===== src/rtl/sfhp_pkg.sv =====
package sfhp_pkg;

   localparam int DATA_W = 32;
   localparam int QUEUE_DEPTH = 4;
   localparam int QPTR_W = $clog2(QUEUE_DEPTH);
   localparam int QCNT_W = $clog2(QUEUE_DEPTH + 1);

   localparam logic [31:0] WORD_BYTES = 32'd4;

   // result kinds
   localparam logic [1:0] KIND_SID = 2'd0;
   localparam logic [1:0] KIND_PAY = 2'd1;
   localparam logic [1:0] KIND_SUM = 2'd2;

   // frame status codes
   localparam logic [1:0] ST_OK    = 2'd0;
   localparam logic [1:0] ST_TRUNC = 2'd1;
   localparam logic [1:0] ST_BAD   = 2'd2;

   // flag codes
   localparam logic [3:0] FLAG_POS_SEQ = 4'd1;
   localparam logic [3:0] FLAG_NEG_SEQ = 4'd3;
   localparam logic [3:0] FLAG_EVENT   = 4'd4;

   // csr indexes
   localparam int CSR_IDX_W = 3;
   localparam logic [CSR_IDX_W-1:0] CSR_ERROR_MSG_TYPE    = 3'd0;
   localparam logic [CSR_IDX_W-1:0] CSR_EVT_START_CONN    = 3'd1;
   localparam logic [CSR_IDX_W-1:0] CSR_EVT_FINISH_CONN   = 3'd2;
   localparam logic [CSR_IDX_W-1:0] CSR_EVT_CONN_STARTED  = 3'd3;
   localparam logic [CSR_IDX_W-1:0] CSR_EVT_CONN_FAILED   = 3'd4;
   localparam logic [CSR_IDX_W-1:0] CSR_EVT_CONN_FINISHED = 3'd5;

   typedef struct packed {
      logic [3:0]        err_mtype;
      logic [DATA_W-1:0] evt_start_conn;
      logic [DATA_W-1:0] evt_finish_conn;
      logic [DATA_W-1:0] evt_conn_started;
      logic [DATA_W-1:0] evt_conn_failed;
      logic [DATA_W-1:0] evt_conn_finished;
   } cfg_type;

   typedef struct packed {
      logic [1:0]               kind;
      logic [7:0]               data_byte;
      logic [1:0]               status;
      logic [3:0]               hdr_mtype;
      logic [3:0]               flag_bits;
      logic [3:0]               serialization;
      logic [3:0]               compression;
      logic signed [DATA_W-1:0] sequence_res;
      logic [DATA_W-1:0]        err_value;
      logic signed [DATA_W-1:0] event_code;
      logic [DATA_W-1:0]        payload_length;
   } rsp_item_type;

   typedef struct packed {
      logic         byte_vld;
      logic         sum_vld;
      rsp_item_type byte_item;
      rsp_item_type sum_item;
   } par_out_type;

endpackage


===== src/rtl/sfhp_csr.sv =====
module sfhp_csr import sfhp_pkg::*; (
   input  logic                 clock,
   input  logic                 reset,
   input  logic                 csr_valid,
   output logic                 csr_ready,
   input  logic [CSR_IDX_W-1:0] csr_index,
   input  logic [DATA_W-1:0]    csr_wdata,
   output cfg_type              cfg
);

   cfg_type cfg_ff;

   assign csr_ready = 1'b1;
   assign cfg       = cfg_ff;

   always_ff @(posedge clock) begin
      if (reset) begin
         cfg_ff.err_mtype         <= 4'd15;
         cfg_ff.evt_start_conn    <= 32'd1;
         cfg_ff.evt_finish_conn   <= 32'd2;
         cfg_ff.evt_conn_started  <= 32'd50;
         cfg_ff.evt_conn_failed   <= 32'd51;
         cfg_ff.evt_conn_finished <= 32'd52;
      end else if (csr_valid && csr_ready) begin
         case (csr_index)
            CSR_ERROR_MSG_TYPE:    cfg_ff.err_mtype         <= csr_wdata[3:0];
            CSR_EVT_START_CONN:    cfg_ff.evt_start_conn    <= csr_wdata;
            CSR_EVT_FINISH_CONN:   cfg_ff.evt_finish_conn   <= csr_wdata;
            CSR_EVT_CONN_STARTED:  cfg_ff.evt_conn_started  <= csr_wdata;
            CSR_EVT_CONN_FAILED:   cfg_ff.evt_conn_failed   <= csr_wdata;
            CSR_EVT_CONN_FINISHED: cfg_ff.evt_conn_finished <= csr_wdata;
            default: ;
         endcase
      end
   end

endmodule


===== src/rtl/sfhp_parser.sv =====
module sfhp_parser import sfhp_pkg::*; #(
   parameter int SID_CAP = 64
) (
   input  logic        clock,
   input  logic        reset,
   input  logic        req_fire,
   input  logic [7:0]  frame_byte,
   input  logic        frame_end,
   input  cfg_type     cfg,
   output par_out_type result
);

   localparam int SW = $clog2(SID_CAP);
   localparam logic [SW-1:0] SidMax = SW'(SID_CAP - 1);

   typedef enum logic [3:0] {
      PH_H0, PH_HDR, PH_SEQ, PH_ERR, PH_EVT, PH_SIDLEN, PH_SID,
      PH_CIDLEN, PH_CID, PH_PLEN, PH_PAY, PH_DONE, PH_BAD
   } phase_type;

   phase_type         phase_ff, phase_in;
   logic [DATA_W-1:0] fcnt_ff, fcnt_in;
   logic [DATA_W-1:0] acc_ff, acc_in;
   logic [5:0]        hleft_ff, hleft_in;
   logic [3:0]        mtype_ff, mtype_in;
   logic [3:0]        flags_ff, flags_in;
   logic [7:0]        sercomp_ff, sercomp_in;
   logic [DATA_W-1:0] seq_ff, seq_in;
   logic [DATA_W-1:0] err_ff, err_in;
   logic [DATA_W-1:0] evt_ff, evt_in;
   logic [DATA_W-1:0] plen_ff, plen_in;
   logic [SW-1:0]     sidfwd_ff, sidfwd_in;
   logic [1:0]        status_ff, status_in;

   logic              word_phase, word_done;
   logic [DATA_W-1:0] acc_next, fcnt_inc, fcnt_dec, evt_cur;
   logic [5:0]        hleft_dec;
   logic              cid_evt, conn_evt;
   phase_type         tgt_after_err, tgt_after_seq, tgt_after_hdr;
   phase_type         tgt_after_sid, tgt_after_evt, begin_tgt;
   logic              begin_w, emit;
   logic [1:0]        emit_kind, sum_status;

   always_comb begin
      word_phase = phase_ff inside {PH_SEQ, PH_ERR, PH_EVT, PH_SIDLEN, PH_CIDLEN, PH_PLEN};
      acc_next   = {acc_ff[DATA_W-9:0], frame_byte};
      fcnt_inc   = fcnt_ff + 32'd1;
      fcnt_dec   = fcnt_ff - 32'd1;
      hleft_dec  = hleft_ff - 6'd1;
      word_done  = word_phase && (fcnt_inc >= WORD_BYTES);

      evt_cur  = (phase_ff == PH_EVT) ? acc_next : evt_ff;
      cid_evt  = (evt_cur == cfg.evt_conn_started) || (evt_cur == cfg.evt_conn_failed) ||
                 (evt_cur == cfg.evt_conn_finished);
      conn_evt = cid_evt || (evt_cur == cfg.evt_start_conn) ||
                 (evt_cur == cfg.evt_finish_conn);

      tgt_after_err = (flags_ff == FLAG_EVENT) ? PH_EVT : PH_PLEN;
      tgt_after_seq = (mtype_ff == cfg.err_mtype) ? PH_ERR : tgt_after_err;
      tgt_after_hdr = (flags_ff == FLAG_POS_SEQ || flags_ff == FLAG_NEG_SEQ) ?
                      PH_SEQ : tgt_after_seq;
      tgt_after_sid = cid_evt ? PH_CIDLEN : PH_PLEN;
      tgt_after_evt = conn_evt ? tgt_after_sid : PH_SIDLEN;
   end

   always_comb begin
      phase_in   = phase_ff;
      fcnt_in    = fcnt_ff;
      acc_in     = acc_ff;
      hleft_in   = hleft_ff;
      mtype_in   = mtype_ff;
      flags_in   = flags_ff;
      sercomp_in = sercomp_ff;
      seq_in     = seq_ff;
      err_in     = err_ff;
      evt_in     = evt_ff;
      plen_in    = plen_ff;
      sidfwd_in  = sidfwd_ff;
      status_in  = status_ff;
      begin_w    = 1'b0;
      begin_tgt  = PH_PLEN;
      emit       = 1'b0;
      emit_kind  = KIND_PAY;
      sum_status = ST_TRUNC;
      result     = '0;

      if (word_phase) begin
         fcnt_in = fcnt_inc;
         acc_in  = acc_next;
      end

      case (phase_ff)
         PH_H0: begin
            if (frame_byte[3:0] == 4'd0) begin
               status_in = ST_BAD;
               hleft_in  = 6'd3;
            end else begin
               hleft_in = {frame_byte[3:0], 2'b00} - 6'd1;
            end
            fcnt_in  = 32'd1;
            phase_in = PH_HDR;
         end
         PH_HDR: begin
            if (fcnt_ff == 32'd1) begin
               mtype_in = frame_byte[7:4];
               flags_in = frame_byte[3:0];
            end else if (fcnt_ff == 32'd2) begin
               sercomp_in = frame_byte;
            end
            fcnt_in  = fcnt_inc;
            hleft_in = hleft_dec;
            if (hleft_dec == 6'd0) begin
               if (status_ff == ST_BAD) begin
                  phase_in = PH_BAD;
               end else begin
                  begin_w   = 1'b1;
                  begin_tgt = tgt_after_hdr;
               end
            end
         end
         PH_SEQ: begin
            if (word_done) begin
               seq_in    = acc_next;
               begin_w   = 1'b1;
               begin_tgt = tgt_after_seq;
            end
         end
         PH_ERR: begin
            if (word_done) begin
               err_in    = acc_next;
               begin_w   = 1'b1;
               begin_tgt = tgt_after_err;
            end
         end
         PH_EVT: begin
            if (word_done) begin
               evt_in    = acc_next;
               begin_w   = 1'b1;
               begin_tgt = tgt_after_evt;
            end
         end
         PH_SIDLEN: begin
            if (word_done) begin
               if (acc_next == '0) begin
                  begin_w   = 1'b1;
                  begin_tgt = tgt_after_sid;
               end else begin
                  fcnt_in  = acc_next;
                  phase_in = PH_SID;
               end
            end
         end
         PH_SID: begin
            if (sidfwd_ff < SidMax) begin
               emit      = 1'b1;
               emit_kind = KIND_SID;
               sidfwd_in = sidfwd_ff + SW'(1);
            end
            fcnt_in = fcnt_dec;
            if (fcnt_dec == '0) begin
               begin_w   = 1'b1;
               begin_tgt = tgt_after_sid;
            end
         end
         PH_CIDLEN: begin
            if (word_done) begin
               if (acc_next == '0) begin
                  begin_w   = 1'b1;
                  begin_tgt = PH_PLEN;
               end else begin
                  fcnt_in  = acc_next;
                  phase_in = PH_CID;
               end
            end
         end
         PH_CID: begin
            fcnt_in = fcnt_dec;
            if (fcnt_dec == '0) begin
               begin_w   = 1'b1;
               begin_tgt = PH_PLEN;
            end
         end
         PH_PLEN: begin
            if (word_done) begin
               plen_in = acc_next;
               if (acc_next == '0) begin
                  phase_in = PH_DONE;
               end else begin
                  fcnt_in  = acc_next;
                  phase_in = PH_PAY;
               end
            end
         end
         PH_PAY: begin
            emit      = 1'b1;
            emit_kind = KIND_PAY;
            fcnt_in   = fcnt_dec;
            if (fcnt_dec == '0) begin
               phase_in = PH_DONE;
            end
         end
         default: ;
      endcase

      if (begin_w) begin
         phase_in = begin_tgt;
         fcnt_in  = '0;
         acc_in   = '0;
      end

      if (phase_in == PH_DONE) begin
         sum_status = ST_OK;
      end else if (phase_in == PH_BAD) begin
         sum_status = ST_BAD;
      end

      result.byte_vld            = req_fire && emit;
      result.byte_item.kind      = emit_kind;
      result.byte_item.data_byte = frame_byte;

      result.sum_vld                     = req_fire && frame_end;
      result.sum_item.kind               = KIND_SUM;
      result.sum_item.status             = sum_status;
      result.sum_item.hdr_mtype          = mtype_in;
      result.sum_item.flag_bits          = flags_in;
      result.sum_item.serialization      = sercomp_in[7:4];
      result.sum_item.compression        = sercomp_in[3:0];
      result.sum_item.sequence_res       = seq_in;
      result.sum_item.err_value          = err_in;
      result.sum_item.event_code         = evt_in;
      result.sum_item.payload_length     = plen_in;

      // end of frame: drop all per-frame state
      if (frame_end) begin
         phase_in   = PH_H0;
         fcnt_in    = '0;
         acc_in     = '0;
         hleft_in   = '0;
         mtype_in   = '0;
         flags_in   = '0;
         sercomp_in = '0;
         seq_in     = '0;
         err_in     = '0;
         evt_in     = '0;
         plen_in    = '0;
         sidfwd_in  = '0;
         status_in  = ST_OK;
      end
   end

   always_ff @(posedge clock) begin
      if (reset) begin
         phase_ff   <= PH_H0;
         fcnt_ff    <= '0;
         acc_ff     <= '0;
         hleft_ff   <= '0;
         mtype_ff   <= '0;
         flags_ff   <= '0;
         sercomp_ff <= '0;
         seq_ff     <= '0;
         err_ff     <= '0;
         evt_ff     <= '0;
         plen_ff    <= '0;
         sidfwd_ff  <= '0;
         status_ff  <= ST_OK;
      end else if (req_fire) begin
         phase_ff   <= phase_in;
         fcnt_ff    <= fcnt_in;
         acc_ff     <= acc_in;
         hleft_ff   <= hleft_in;
         mtype_ff   <= mtype_in;
         flags_ff   <= flags_in;
         sercomp_ff <= sercomp_in;
         seq_ff     <= seq_in;
         err_ff     <= err_in;
         evt_ff     <= evt_in;
         plen_ff    <= plen_in;
         sidfwd_ff  <= sidfwd_in;
         status_ff  <= status_in;
      end
   end

endmodule


===== src/rtl/sfhp_rsp_queue.sv =====
module sfhp_rsp_queue import sfhp_pkg::*; (
   input  logic         clock,
   input  logic         reset,
   input  par_out_type  push,
   input  logic         pop,
   output rsp_item_type head,
   output logic         not_empty,
   output logic         room
);

   rsp_item_type            entry_ff [QUEUE_DEPTH];
   logic [QPTR_W-1:0]       wptr_ff, wptr_in;
   logic [QPTR_W-1:0]       rptr_ff, rptr_in;
   logic [QCNT_W-1:0]       count_ff, count_in;
   logic                    first_vld, both_vld;
   rsp_item_type            first_item;
   logic [QCNT_W-1:0]       push_n;
   logic [QPTR_W-1:0]       wptr_next;

   always_comb begin
      first_vld  = push.byte_vld || push.sum_vld;
      both_vld   = push.byte_vld && push.sum_vld;
      first_item = push.byte_vld ? push.byte_item : push.sum_item;
      push_n     = both_vld ? QCNT_W'(2) : (first_vld ? QCNT_W'(1) : '0);
      wptr_next  = wptr_ff + QPTR_W'(1);
      wptr_in    = wptr_ff + QPTR_W'(push_n);
      rptr_in    = pop ? rptr_ff + QPTR_W'(1) : rptr_ff;
      count_in   = count_ff + push_n - QCNT_W'(pop);
   end

   assign head      = entry_ff[rptr_ff];
   assign not_empty = (count_ff != '0);
   assign room      = (count_ff <= QCNT_W'(QUEUE_DEPTH - 2));

   always_ff @(posedge clock) begin
      if (first_vld) begin
         entry_ff[wptr_ff] <= first_item;
      end
      if (both_vld) begin
         entry_ff[wptr_next] <= push.sum_item;
      end
   end

   always_ff @(posedge clock) begin
      if (reset) begin
         wptr_ff  <= '0;
         rptr_ff  <= '0;
         count_ff <= '0;
      end else begin
         wptr_ff  <= wptr_in;
         rptr_ff  <= rptr_in;
         count_ff <= count_in;
      end
   end

endmodule


===== src/rtl/speech_frame_header_parser.sv =====
// Speech frame header parser.
// Request channel (req_valid/req_ready): one frame byte per request,
// req_frame_end set on the last byte of a frame.
// Response channel (rsp_valid/rsp_ready): session id bytes (kind 0),
// payload bytes (kind 1) and one frame summary (kind 2) per frame, in order.
// CSR channel (csr_valid/csr_ready): register index and write data; always
// ready. CSRs are to be written only while no request is in flight; the
// user must ensure this, as the block itself does not enforce it.
// Responses of a request enter the queue in the cycle after it is taken.
// Throughput: one request per cycle while req_ready is high; a request
// yields at most two responses (a byte plus a summary), which wait in a
// 4-entry queue; req_ready drops when fewer than two entries are free, so
// a stalled receiver backs up into the request side and nothing is lost.
// Reset: parser returns to the first header byte, the queue empties and the
// CSRs return to their default codes.
module speech_frame_header_parser import sfhp_pkg::*; #(
   parameter int SID_CAP = 64
) (
   input  logic                     clock,
   input  logic                     reset,
   input  logic                     req_valid,
   output logic                     req_ready,
   input  logic [7:0]               req_frame_byte,
   input  logic                     req_frame_end,
   output logic                     rsp_valid,
   input  logic                     rsp_ready,
   output logic [1:0]               rsp_kind,
   output logic [7:0]               rsp_data_byte,
   output logic [1:0]               rsp_status,
   output logic [3:0]               rsp_hdr_mtype,
   output logic [3:0]               rsp_flag_bits,
   output logic [3:0]               rsp_serialization,
   output logic [3:0]               rsp_compression,
   output logic signed [DATA_W-1:0] rsp_sequence_res,
   output logic [DATA_W-1:0]        rsp_err_value,
   output logic signed [DATA_W-1:0] rsp_event_code,
   output logic [DATA_W-1:0]        rsp_payload_length,
   input  logic                     csr_valid,
   output logic                     csr_ready,
   input  logic [CSR_IDX_W-1:0]     csr_index,
   input  logic [DATA_W-1:0]        csr_wdata
);

   cfg_type      cfg;
   par_out_type  par_out;
   rsp_item_type head;
   logic         req_fire;
   logic         room;

   assign req_ready = room;
   assign req_fire  = req_valid && req_ready;

   sfhp_csr u_csr (
      .clock     (clock),
      .reset     (reset),
      .csr_valid (csr_valid),
      .csr_ready (csr_ready),
      .csr_index (csr_index),
      .csr_wdata (csr_wdata),
      .cfg       (cfg)
   );

   sfhp_parser #(
      .SID_CAP (SID_CAP)
   ) u_parser (
      .clock      (clock),
      .reset      (reset),
      .req_fire   (req_fire),
      .frame_byte (req_frame_byte),
      .frame_end  (req_frame_end),
      .cfg        (cfg),
      .result     (par_out)
   );

   sfhp_rsp_queue u_queue (
      .clock     (clock),
      .reset     (reset),
      .push      (par_out),
      .pop       (rsp_valid && rsp_ready),
      .head      (head),
      .not_empty (rsp_valid),
      .room      (room)
   );

   assign rsp_kind           = head.kind;
   assign rsp_data_byte      = head.data_byte;
   assign rsp_status         = head.status;
   assign rsp_hdr_mtype      = head.hdr_mtype;
   assign rsp_flag_bits      = head.flag_bits;
   assign rsp_serialization  = head.serialization;
   assign rsp_compression    = head.compression;
   assign rsp_sequence_res   = head.sequence_res;
   assign rsp_err_value      = head.err_value;
   assign rsp_event_code     = head.event_code;
   assign rsp_payload_length = head.payload_length;

   a_full_not_empty: assert property (@(posedge clock) disable iff (reset)
      !req_ready |-> rsp_valid)
      else $error("request side stalled with empty response queue");

   a_end_gives_rsp: assert property (@(posedge clock) disable iff (reset)
      req_valid && req_ready && req_frame_end |=> rsp_valid)
      else $error("frame end request produced no response");

   a_sum_no_data: assert property (@(posedge clock) disable iff (reset)
      rsp_valid && rsp_kind == KIND_SUM |-> rsp_data_byte == 8'd0)
      else $error("summary carries a data byte");

   a_byte_clean: assert property (@(posedge clock) disable iff (reset)
      rsp_valid && rsp_kind != KIND_SUM |-> rsp_status == ST_OK && rsp_payload_length == '0)
      else $error("byte response carries summary fields");

endmodule

===== config.mk =====
export PLATFORM = sky130hd
export DESIGN_NAME = speech_frame_header_parser
export DESIGN_NICKNAME = d
export VERILOG_FILES = /design/src/rtl/sfhp_pkg.sv /design/src/rtl/sfhp_csr.sv /design/src/rtl/sfhp_parser.sv /design/src/rtl/sfhp_rsp_queue.sv /design/src/rtl/speech_frame_header_parser.sv
export SDC_FILE = /design/constraint.sdc
export NUM_CORES = 2
export LEC_CHECK = 0
export BUFFER_PORTS_ARGS = -buffer_cell sky130_fd_sc_hd__clkbuf_2
export CORE_ASPECT_RATIO = 2
export CORE_UTILIZATION = 45
export DETAILED_ROUTE_END_ITERATION = 8
export GPL_TIMING_DRIVEN = 0
export HOLD_SLACK_MARGIN = 0.05
export SETUP_SLACK_MARGIN = 0.2
export SLEW_MARGIN = 10
export SYNTH_ARGS = -nofsm -noshare
export SYNTH_HDL_FRONTEND = slang
export SYNTH_SLANG_ARGS = --single-unit

===== constraint.sdc =====
create_clock -name clock -period 8.3 [get_ports clock]
set_clock_uncertainty 0.1 [all_clocks]
set_input_delay 0.415 -clock clock [delete_from_list [all_inputs] [get_ports clock]]
set_output_delay 0.415 -clock clock [all_outputs]
set_load 0.05 [all_outputs]

==> out/qor.yml <==
clockRootBuffer: "clkbuf_16"
finalPower_mw: 12.9
routed_wl_um: 216000
synth_top_family_by_area: "simple AND/OR/NAND/NOR gates"
synth_edf_count: 584
cts_buffers: 92
grt_usage: 0.391
cts_sinks: 1014
path_max_fanout: 10
whs_path_depth: 5
drive_above_1_share: 0.123
fin_crit_sh: 0.778
start_kind: "flop"
final_cells: 6537
die-height_um: 468
pwr-share-clk: 0.345
first_pass_iters: 9
n_fill_cell: 9962
place.gp.congestion: 1.05
pin_count: 208
maxCapViolations: 0
reg2reg_depth: 15
leakage_nw: 18.6
route.vias.total: 41100
dp_hpwl_um: 156000
fin_setup_tns_ns: 0
synth_compound_area_frac: 0.121
hp-class: "primary input to flop"
die_x_um: 235
setup_viol: 0
nets: 5141
htree_levels: 3
outcome: "complete, but fails checks"
fin_area_um2: 55200
wl_per_cell_um: 33.0
required_ns: 8.65
critical_path_class: "flop to flop"
slew_violations: 0
synthXorXnorAreaFrac: 0.0461
violations: "design-rule violations"
insertion_delay_ns: 0.75
gr-total-overflow: 0
syn_area_per_cell_um2: 10.3
arrival_ns: 6.81
viasPerCell: 6.29
post-route-drc-count: 2
ant_nets: 0
p_switching_mw: 4.30
antenna_found_initial: 14
r2r_slack_ns: 1.84
die_area_um2: 110000
synth.mux.area_fraction: 0.0906
powerDensity_nw_per_um2: 233
portBuffers: 203
ys_seq_area_frac: 0.535
clk_pin_slew_worst_paths_ns: 0.08
rsz0062_at_grt: "false"
finalHoldViolations: 0
synth_area_um2: 48900
layout_min_cycle_time_ns: 6.46
drtIter0Drc: 4155
cts_tree: "built"
initial_core_util: 0.455
max_slew_margin: 0.0575
synth_nets: 4803
synth_cells: 4738
ys_types: 93
synthAdderAreaFrac: 0.00425
grt_max_degree: 94
async_reset_ff_frac: 0
grt_pass1_wl_um: 302000
synth-seq-cells: 1014
clock_path_buffers: 3
ys_warn_count: 0
ir_drop_mv: 0.185
dpl_cell_area_um2: 51800
grt_pass1_vias: 40700
post_cts_buffers: 0
internal_power_mw: 8.58
row_count: 170
synth-simple-area-share: 0.161
core_um2: 107000
mostFrequentLayoutCells: "980 x nor2_1, 584 x edfxtp_1, 454 x nand2_1, 430 x dfxtp_1, 331 x clkbuf_1"
dominantRegCellSynth: "edfxtp_1"
final_common_cell: "nor2_1"
area_delta_synth_final_pct: 13.1
p_seq_frac: 0.427
max_slew.worst_pin.slew_ns: 1.41
end_kind: "flop"
fmax_mhz: 155
swShare: 0.334
combinationalPowerShare: 0.228
place_inst: 6322
==> cells in the mapped netlist, drive strengths merged, types with 9 or more instances <==
cell type / number / share of area
a211oi: 11 / 0.0017
nor3: 41 / 0.0043
buf: 92 / 0.0094
mux2i: 88 / 0.018
clkbuf: 329 / 0.025
nor2: 980 / 0.075
a31oi: 12 / 0.0015
nand4: 52 / 0.0069
nor2b: 22 / 0.0028
o21ai: 83 / 0.0086
and3: 25 / 0.0032
a222oi: 10 / 0.0020
o221ai: 35 / 0.0064
a211o: 17 / 0.0030
nand3b: 12 / 0.0018
or3: 22 / 0.0029
xor2: 116 / 0.021
a22o: 42 / 0.0075
mux4: 156 / 0.072
a221oi: 18 / 0.0036
and2: 21 / 0.0027
nor4: 75 / 0.011
ha: 15 / 0.0038
dfxtp: 430 / 0.18
nand2b: 25 / 0.0032
nand2: 454 / 0.035
a22oi: 185 / 0.028
inv: 91 / 0.0070
a21oi: 301 / 0.031
o211ai: 16 / 0.0025
nand3: 41 / 0.0043
o22ai: 37 / 0.0047
xnor2: 141 / 0.025
a221o: 9 / 0.0018
edfxtp: 584 / 0.36
a32oi: 27 / 0.0048
==> metal layers <==
layer	wire length, um	share of wire	up-vias	track usage
met2	104000	0.48	2253	0.661
met3	17000	0.079	837	0.0850
met1	72600	0.34	20300	0.415
met5	114	0.00053	-	0
li1	-	-	17700	-
met4	22200	0.10	18	0.335
==> registers in the layout (all words and copies together), names as in the netlist, 8 cells and up, named ones only <==
signal and flops:
u_parser.fcnt_ff 32, u_parser.acc_ff 24, u_csr.cfg 164, u_parser.plen_ff 32, u_parser.evt_ff 32, u_parser.err_ff 32
u_parser.seq_ff 32, u_parser.sercomp_ff 8, u_queue.entry_ff 624
==> critical path, cell delays in order, from the launching register on <==
cell	delay, ns
dfxtp_1	0.52
buf_2	0.30
buf_1	0.45
inv_1	0.20
ha_1	0.40
o21bai_1	0.29
a311oi_1	0.30
a31oi_1	0.10
a2111oi_1	1.01
nand4_1	0.30
nor4_1	1.01
a21oi_1	0.07
o221a_2	0.34
a211o_1	0.30
mux2i_1	0.35
a21oi_1	0.14
==> cell type report <==
class	instances	area, um^2	area share
Tap cell	1376	1720	0.0312
Multi-Input combinational cell	3208	20700	0.375
Inverter	95	387	0.00700
Buffer	421	1710	0.0310
Clock buffer	125	2580	0.0467
Antenna cell	5	12.5	0.000226
Sequential cell	1014	26100	0.473
Timing Repair Buffer	244	1500	0.0272
Clock inverter	49	492	0.00890
==> path summary, 6_finish.rpt <==
| path | start | to |
|---|---|---|
| worst min-delay path | csr_index[0] | u_csr.cfg[129] |
| worst min register to register | u_queue.entry_ff[3][155] | u_queue.entry_ff[3][155] |
| worst max-delay path | u_parser.fcnt_ff[0] | u_queue.entry_ff[3][144] |
| worst max register to register | u_parser.fcnt_ff[0] | u_queue.entry_ff[3][144] |
==> power by group through the flow <==
| stage | sequential [mW] | combinational [mW] | clock, mW |
|---|---|---|---|
| detailed placement | 5.61 | 2.93 | 0 |
| global route | 5.51 | 3.05 | 4.63 |
| CTS | 5.50 | 2.95 | 4.46 |
| floorplan | 5.60 | 2.09 | 0 |
| global placement | 5.64 | 2.91 | 0 |
| finish | 5.50 | 2.94 | 4.44 |
==> cells by family after synthesis <==
family                     count (synthesis)
muxes                                    247
DFF                                     1014
xor gates and xnor gates                 257
and+or+nand+nor                         1811
adders and majority gates                 16
AOI/OAI and AO/OA                        876
buffers and inverters                    516
other                                      1
==> stage by stage <==
step                setup slack, ns  hold slack, ns   util
global route                   1.86           0.163  0.514
finish                         1.84           0.135  0.514
detailed placement             2.16           0.335  0.482
global placement              -2.84           0.327  0.480
CTS                            2.15          0.0945  0.514
floorplan                      1.32           0.318      -
==> timing repair <==
action / CTS / global route
gates resized for setup: 0 / 0
hold buffers: 34 / 0
endpoints found under the hold margin: 151 / 0
(Power assumes the default switching activity.)
